===== config.mk =====
export PLATFORM = sky130hd
export DESIGN_NAME = l2_mac_learning_forwarder
export DESIGN_NICKNAME = d
export VERILOG_FILES = /design/src/sv/l2mlf_pkg.sv /design/src/sv/l2_mac_learning_forwarder.sv
export VERILOG_INCLUDE_DIRS = /design/src /design/src/sv
export SDC_FILE = /design/constraint.sdc
export NUM_CORES = 2
export LEC_CHECK = 0
export BUFFER_PORTS_ARGS = -buffer_cell sky130_fd_sc_hd__buf_2
export CAP_MARGIN = 5
export CORE_ASPECT_RATIO = 0.6
export CORE_MARGIN = 3
export CORE_UTILIZATION = 25
export DETAILED_ROUTE_END_ITERATION = 10
export PLACE_DENSITY = 0.42
export SLEW_MARGIN = 20
export SYNTH_ARGS = -nofsm -noshare
export SYNTH_HDL_FRONTEND = slang
export SYNTH_SLANG_ARGS = --single-unit

===== constraint.sdc =====
create_clock -name clk -period 7.34 [get_ports clk]
set_clock_uncertainty 0.1 [all_clocks]
set_input_delay 1.468 -clock clk [delete_from_list [all_inputs] [get_ports clk]]
set_output_delay 1.468 -clock clk [all_outputs]
set_load 0.02 [all_outputs]

===== src/sv/assert_macros.svh =====
// assertion macros used by the rtl top level of the l2 learning forwarder
`ifndef ASSERT_MACROS_SVH
`define ASSERT_MACROS_SVH

// same-cycle implication, checked out of reset
`define ASSERT_NOW(label, clk, rst_n, ante, cons) \
	label: assert property (@(posedge clk) disable iff (!rst_n) (ante) |-> (cons)) \
		else $error("assertion failed");

// next-cycle implication, checked out of reset
`define ASSERT_NEXT(label, clk, rst_n, ante, cons) \
	label: assert property (@(posedge clk) disable iff (!rst_n) (ante) |=> (cons)) \
		else $error("assertion failed");

`endif


===== src/sv/l2mlf_pkg.sv =====
// package with widths, types and helpers of the l2 learning forwarder
package l2mlf_pkg;

	localparam int TABLE_ENTRIES = 64;
	localparam int MAX_PORTS     = 16;
	localparam int IDX_W         = $clog2(TABLE_ENTRIES);
	localparam int CNT_W         = IDX_W + 1;
	localparam int MAC_W         = 48;
	localparam int PORT_W        = 4;
	localparam int MASK_W        = 16;
	localparam int AP_W          = 5;
	localparam int PADDR_W       = 3;
	localparam int PDATA_W       = 32;

	localparam logic [AP_W-1:0] ACTIVE_PORTS_RST = AP_W'(4);

	typedef enum logic {
		REG_ACTIVE_PORTS = 1'b0,
		REG_NONE         = 1'b1
	} reg_idx_t;

	typedef enum logic [1:0] {
		ST_IDLE,
		ST_SCAN,
		ST_FINISH
	} state_t;

	typedef struct packed {
		logic [MAC_W-1:0]  mac;
		logic [PORT_W-1:0] port;
	} entry_t;

	function automatic logic [MASK_W-1:0] flood_mask(
		input logic [AP_W-1:0]   ap,
		input logic [PORT_W-1:0] port
	);
		logic [MASK_W-1:0] m;
		m = '0;
		for (int p = 0; p < MASK_W; p++) begin
			if (p < MAX_PORTS && p < int'(ap) && p != int'(port))
				m[p] = 1'b1;
		end
		return m;
	endfunction

	function automatic logic [MASK_W-1:0] port_onehot(input logic [PORT_W-1:0] port);
		return MASK_W'(1) << port;
	endfunction

endpackage


===== src/sv/l2_mac_learning_forwarder.sv =====
// top level of the l2 learning forwarder: mac table scan, learn and forward
//
// channel   signals                                     direction
// in        in_valid/in_ready, src_mac, dst_mac, in_port  transfer into block
// out       out_valid/out_ready, out_mask, dst_hit,       transfer out of block
//           learned_new, table_flushed
// cfg       psel/penable/pwrite/paddr/pwdata/prdata       apb register access
//
// a packet is handled by a scan that reads each table entry in turn, one read a cycle of the
// table ram, then by the write-back of its table entry, which also registers the result
// reset empties the table (count zero) and sets active_ports to 4; no clearing pass
// a result waits in the output register; the next packet is taken meanwhile,
// and only the write-back cycle waits while a result is still held
`include "assert_macros.svh"

module l2_mac_learning_forwarder (
	input  logic                              clk,
	input  logic                              arst_n,
	input  logic                              in_valid,
	output logic                              in_ready,
	input  logic [l2mlf_pkg::MAC_W-1:0]       src_mac,
	input  logic [l2mlf_pkg::MAC_W-1:0]       dst_mac,
	input  logic [l2mlf_pkg::PORT_W-1:0]      in_port,
	output logic                              out_valid,
	input  logic                              out_ready,
	output logic [l2mlf_pkg::MASK_W-1:0]      out_mask,
	output logic                              dst_hit,
	output logic                              learned_new,
	output logic                              table_flushed,
	input  logic                              psel,
	input  logic                              penable,
	input  logic                              pwrite,
	input  logic [l2mlf_pkg::PADDR_W-1:0]     paddr,
	input  logic [l2mlf_pkg::PDATA_W-1:0]     pwdata,
	output logic [l2mlf_pkg::PDATA_W-1:0]     prdata,
	output logic                              pready
);
	import l2mlf_pkg::*;

	entry_t            mem [TABLE_ENTRIES];
	entry_t            rdata_s1;
	logic              rd_vld_s1;
	logic [IDX_W-1:0]  rd_idx_s1;

	state_t            state_q, state_d;
	logic [CNT_W-1:0]  cnt_q;
	logic [CNT_W-1:0]  raddr_q;
	logic [AP_W-1:0]   active_ports_q;

	logic [MAC_W-1:0]  src_q, dst_q;
	logic [PORT_W-1:0] port_q;
	logic              src_hit_q, dst_hit_q;
	logic [IDX_W-1:0]  src_idx_q;
	logic [PORT_W-1:0] dst_port_q;

	logic              out_valid_q;
	logic [MASK_W-1:0] out_mask_q;
	logic              dst_hit_o_q, learned_q, flushed_q;

	logic              scan_issue, fin_go, flush;
	logic [IDX_W-1:0]  waddr;
	logic              cfg_wr;
	reg_idx_t          reg_idx;

	// register port
	assign pready  = 1'b1;
	assign reg_idx = reg_idx_t'(paddr[2]);
	assign cfg_wr  = psel && penable && pwrite && (reg_idx == REG_ACTIVE_PORTS);

	always_comb begin
		unique case (reg_idx)
			REG_ACTIVE_PORTS: prdata = PDATA_W'(active_ports_q);
			default:          prdata = '0;
		endcase
	end

	always_ff @(posedge clk or negedge arst_n) begin
		if (!arst_n) begin
			active_ports_q <= ACTIVE_PORTS_RST;
		end else if (cfg_wr) begin
			active_ports_q <= pwdata[AP_W-1:0];
		end
	end

	// next state
	always_comb begin
		state_d = state_q;
		unique case (state_q)
			ST_IDLE:   if (in_valid) state_d = ST_SCAN;
			ST_SCAN:   if (raddr_q == cnt_q) state_d = ST_FINISH;
			ST_FINISH: if (!out_valid_q || out_ready) state_d = ST_IDLE;
			default:   state_d = ST_IDLE;
		endcase
	end

	// control outputs
	always_comb begin
		in_ready   = 1'b0;
		scan_issue = 1'b0;
		fin_go     = 1'b0;
		unique case (state_q)
			ST_IDLE:   in_ready   = 1'b1;
			ST_SCAN:   scan_issue = (raddr_q < cnt_q);
			ST_FINISH: fin_go     = !out_valid_q || out_ready;
			default:   in_ready   = 1'b0;
		endcase
	end

	assign flush = !src_hit_q && (cnt_q == CNT_W'(TABLE_ENTRIES));

	always_comb begin
		priority if (src_hit_q) waddr = src_idx_q;
		else if (flush)         waddr = '0;
		else                    waddr = cnt_q[IDX_W-1:0];
	end

	// table ram
	always_ff @(posedge clk) begin
		if (scan_issue)
			rdata_s1 <= mem[raddr_q[IDX_W-1:0]];
		if (fin_go)
			mem[waddr] <= '{mac: src_q, port: port_q};
	end

	always_ff @(posedge clk) begin
		if (scan_issue)
			rd_idx_s1 <= raddr_q[IDX_W-1:0];
		if (in_valid && in_ready) begin
			src_q  <= src_mac;
			dst_q  <= dst_mac;
			port_q <= in_port;
		end
		if (rd_vld_s1 && !src_hit_q && rdata_s1.mac == src_q)
			src_idx_q <= rd_idx_s1;
		if (rd_vld_s1 && !dst_hit_q && rdata_s1.mac == dst_q)
			dst_port_q <= rdata_s1.port;
		if (fin_go) begin
			learned_q <= !src_hit_q;
			flushed_q <= flush;
			priority if (dst_q == src_q) begin
				dst_hit_o_q <= 1'b1;
				out_mask_q  <= port_onehot(port_q);
			end else if (dst_hit_q && !flush) begin
				dst_hit_o_q <= 1'b1;
				out_mask_q  <= port_onehot(dst_port_q);
			end else begin
				dst_hit_o_q <= 1'b0;
				out_mask_q  <= flood_mask(active_ports_q, port_q);
			end
		end
	end

	always_ff @(posedge clk or negedge arst_n) begin
		if (!arst_n) begin
			state_q     <= ST_IDLE;
			cnt_q       <= '0;
			raddr_q     <= '0;
			rd_vld_s1   <= 1'b0;
			src_hit_q   <= 1'b0;
			dst_hit_q   <= 1'b0;
			out_valid_q <= 1'b0;
		end else begin
			state_q   <= state_d;
			rd_vld_s1 <= scan_issue;
			if (in_valid && in_ready) begin
				raddr_q   <= '0;
				src_hit_q <= 1'b0;
				dst_hit_q <= 1'b0;
			end else begin
				if (scan_issue)
					raddr_q <= raddr_q + CNT_W'(1);
				if (rd_vld_s1 && rdata_s1.mac == src_q)
					src_hit_q <= 1'b1;
				if (rd_vld_s1 && rdata_s1.mac == dst_q)
					dst_hit_q <= 1'b1;
			end
			if (fin_go) begin
				priority if (src_hit_q) cnt_q <= cnt_q;
				else if (flush)         cnt_q <= CNT_W'(1);
				else                    cnt_q <= cnt_q + CNT_W'(1);
			end
			if (fin_go)
				out_valid_q <= 1'b1;
			else if (out_ready)
				out_valid_q <= 1'b0;
		end
	end

	assign out_valid     = out_valid_q;
	assign out_mask      = out_mask_q;
	assign dst_hit       = dst_hit_o_q;
	assign learned_new   = learned_q;
	assign table_flushed = flushed_q;

	`ASSERT_NEXT(a_accept_starts_scan, clk, arst_n, in_valid && in_ready, state_q == ST_SCAN)
	`ASSERT_NOW(a_count_in_range, clk, arst_n, 1'b1, cnt_q <= CNT_W'(TABLE_ENTRIES))
	`ASSERT_NOW(a_read_below_count, clk, arst_n, rd_vld_s1, CNT_W'(rd_idx_s1) < cnt_q)
	`ASSERT_NEXT(a_finish_gives_result, clk, arst_n, fin_go, out_valid && in_ready)

endmodule

==> results by group <==
Outcome
  • Outcome: complete, no violations

Synth
  • Netlist Area Pre-Place: 135300 µm²
  • Area contributors post-synth: edfxtp_1, mux4_2, a22oi_1
  • Most numerous cell in the Yosys netlist: edfxtp_1
  • Yosys cell types: 60
  • Async set-or-reset flop fraction in the synthesized netlist: 0.7062%
  • Syn Inst Count: 5978
  • Share of the synthesized area in the top cell type: 78.04%
  • Leading area contributor after synthesis: edfxtp_1
  • Post-Synthesis Mean Instance Area: 22.63 µm²
  • Top post-synthesis cells by count: edfxtp_1, mux4_2, clkbuf_1, o22ai_1, a22oi_1
  • Synth warnings: 0
  • Post-synthesis sequential area ratio: 78.50%
  • Main synth FF type: edfxtp_1
  • Synthesis-stage register bit count: 3540
  • Number of flops mapped to enable cells by yosys: 3515

Global route
  • Largest net degree at the start of global routing: 99
  • Vias in the first global route: 66980
  • Global route overflow: 0
  • Antenna violations before repair: 75
  • All-Layer GR Usage: 16.19%
  • Global-route wire length before repair: 611900 µm

Power
  • VDD IR max: 0.3128 mV
  • Leak pwr: 47.88 nW
  • Pwr/cell area: 360.9 nW/µm²
  • Tot Pwr: 57.06 mW

Clock network
  • Clock-pin slew of the registers on the worst-case setup and hold paths: 0.06 ns
  • CTS Hold Bufs: 0
  • TritonCTS Sinks: 3540
  • Clock Root Buffer: clkbuf_16
  • Max Buffers Root-to-Sink: 4
  • Resized Gates After CTS: 0
  • CTS Buf Count: 356
  • Setup bufs post-CTS: 0
  • Clk_lat worst skew: 0.93 ns
  • CTS tree: yes
  • # H-tree levels: 5

Worst hold path
  • Worst Hold Class: flip-flop to flip-flop
  • Hold Path Origin: rd_idx_s1[2]
  • Hold path cells: 0
  • Min-Delay Endpoint: src_idx_q[2]

Route
  • Residual DRC count: 0
  • Vias per cell: 4.879
  • Drt pass-1 iters: 6
  • DR WL/cell: 33.08 µm
  • Remaining antenna violation count: 0
  • Vias: 67880
  • Final wirelength: 460200 µm
  • Initial DRC count: 10140

Finish
  • Post-route non-filler standard cell count: 13910
  • Fraction of layout instances using a drive strength above 1: 28.11%
  • Finished Core Util: 29.45%
  • Area Growth Syn to Fin: 16.89%
  • Fill count: 52000
  • Final Cell Area: 158100 µm²
  • Nets@finish: 6610

STA
  • Fin crit share: 67.91%
  • Hold Fails Final Rpt: 0
  • Slew @ Worst Pin: 1.174 ns
  • WHS: 0.3205 ns
  • Fin Setup TNS: 0 ns
  • Final min period: 4.985 ns
  • Final setup viols: 0
  • Final setup margin: 2.355 ns
  • RSZ-0062 raised after global routing: no
  • Fmax achieved: 200.6 MHz
  • Final Max Tran Viols: 0
  • Slew HR: 21.09%

Placement
  • Post-DP Area: 146800 µm²
  • Number of buffers added on ports: 138
  • HPWL after DPL: 279000 µm
  • GPL Wtd Cong: 0.8224
  • Pre-CTS setup slack: 2.048 ns
  • Placed Cells: 13240

Worst setup path
  • CP endpoint kind: flip-flop
  • R2R Path Start: src_hit_q
  • CP required: 7.77 ns
  • CP max FO: 19
  • Reg-to-reg endpoint: mem[49][32]
  • FF-to-FF setup slack: 2.36 ns
  • Worst reg2reg path depth: 8
  • Startpoint Class: flip-flop
  • WS Path Type: flip-flop to flip-flop
  • Arr. time, crit path: 5.42 ns

Floorplan
  • Top Ports: 196
  • Die span in y: 575.8 µm
  • Die area: 550200 µm²
  • Std cell rows: 208
  • Core box area: 536900 µm²
  • Initial Util: 25.19%
  • Die W: 955.6 µm

Run
  • Max cap viols: 0
-- state kept, by name, indices dropped and copies added, names as in the netlist, 2 cells and up --
name            flops
dst_q              48
src_idx_q           6
cnt_q               7
rdata_s1           52
port_q              4
raddr_q             7
out_mask           16
src_q              48
mem              3328
active_ports_q      5
state_q             2
dst_port_q          4
rd_idx_s1           6
-- how the worst max path moves through the flow --
stage	depth (start not counted)	to	startpoint	slack, ns
6_report	8	mem[49][32]	src_hit_q	2.36
2_1_floorplan	5	mem[14][0]	out_ready	1.64
3_5_place_dp	6	mem[49][33]	out_ready	2.05
3_3_place_gp	6	mem[49][1]	out_ready	2.08
5_1_grt	10	mem[49][32]	cnt_q[0]	2.12
4_1_cts	10	mem[49][32]	cnt_q[0]	2.32
-- power by group --
part	switching, mW	total (mW)	internal [mW]
registers	0.927	24.1	23.1
logic	8.92	15.0	6.07
clock network	8.11	18.0	9.90
total	17.9	57.1	39.1
-- cell usage in the layout, fill, tap and decap left out, drive strengths merged, types with 3 or more instances in the layout --
cell	instances
o22ai	151
mux2	39
xor2	54
clkinv	169
clkbuf	446
mux4	832
dfrtp	24
a32o	34
or2	5
and2	4
edfxtp	3515
o21ai	14
nor2b	18
a211oi	34
a21oi	79
mux2i	86
or3	5
a311oi	4
a22oi	131
a221oi	9
buf	442
ha	10
nand2b	47
nor4	57
nand4	23
o32ai	3
bufinv	23
a31oi	20
nand3	15
or4	20
inv	56
xnor2	78
diode	14
o22a	34
nand2	77
conb	28
nor2	122
nor3	23
-- worst max-delay path, cell delays in order, from the launching register on --
cell	delay, ns
dfrtp_1	0.64
or3_1	0.20
or4_1	0.22
inv_2	0.12
o31a_1	0.26
nor3_1	0.49
nand3_1	0.76
nor2_4	1.09
buf_4	0.67
-- cell type report --
cell class / instances / area (µm²) / area share [%]
sequential: 3540 / 106200 / 67.17
clock buffer: 446 / 9308 / 5.887
tap: 7140 / 8934 / 5.650
antenna: 14 / 35.03 / 0.02216
multi-input combinational: 2080 / 27910 / 17.65
inverter: 38 / 142.6 / 0.09022
timing repair buffer: 442 / 3581 / 2.265
clock inverter: 212 / 1994 / 1.261
-- metal layers --
layer  track usage, %  part of all wire (%)
met5                0                0.0074
met4            3.537                   2.5
met3            3.445                   8.9
met2            22.51                    41
met1            25.66                    47
-- cell families (layout without fill, tap and decap cells) --
family          count (synthesis)  count (layout)  synth area share [%]
flops                        3540            3540                 78.50
xor+xnor                      132             132                0.8547
fa+ha+maj                      10              10               0.09251
buf+inv                       384            1138                 1.405
mux                           957             957                 14.81
simple gates                  421             421                 1.576
other cells                     2              42              0.005552
compound gates                532             532                 2.750
Power figures use the tool's default switching activity.
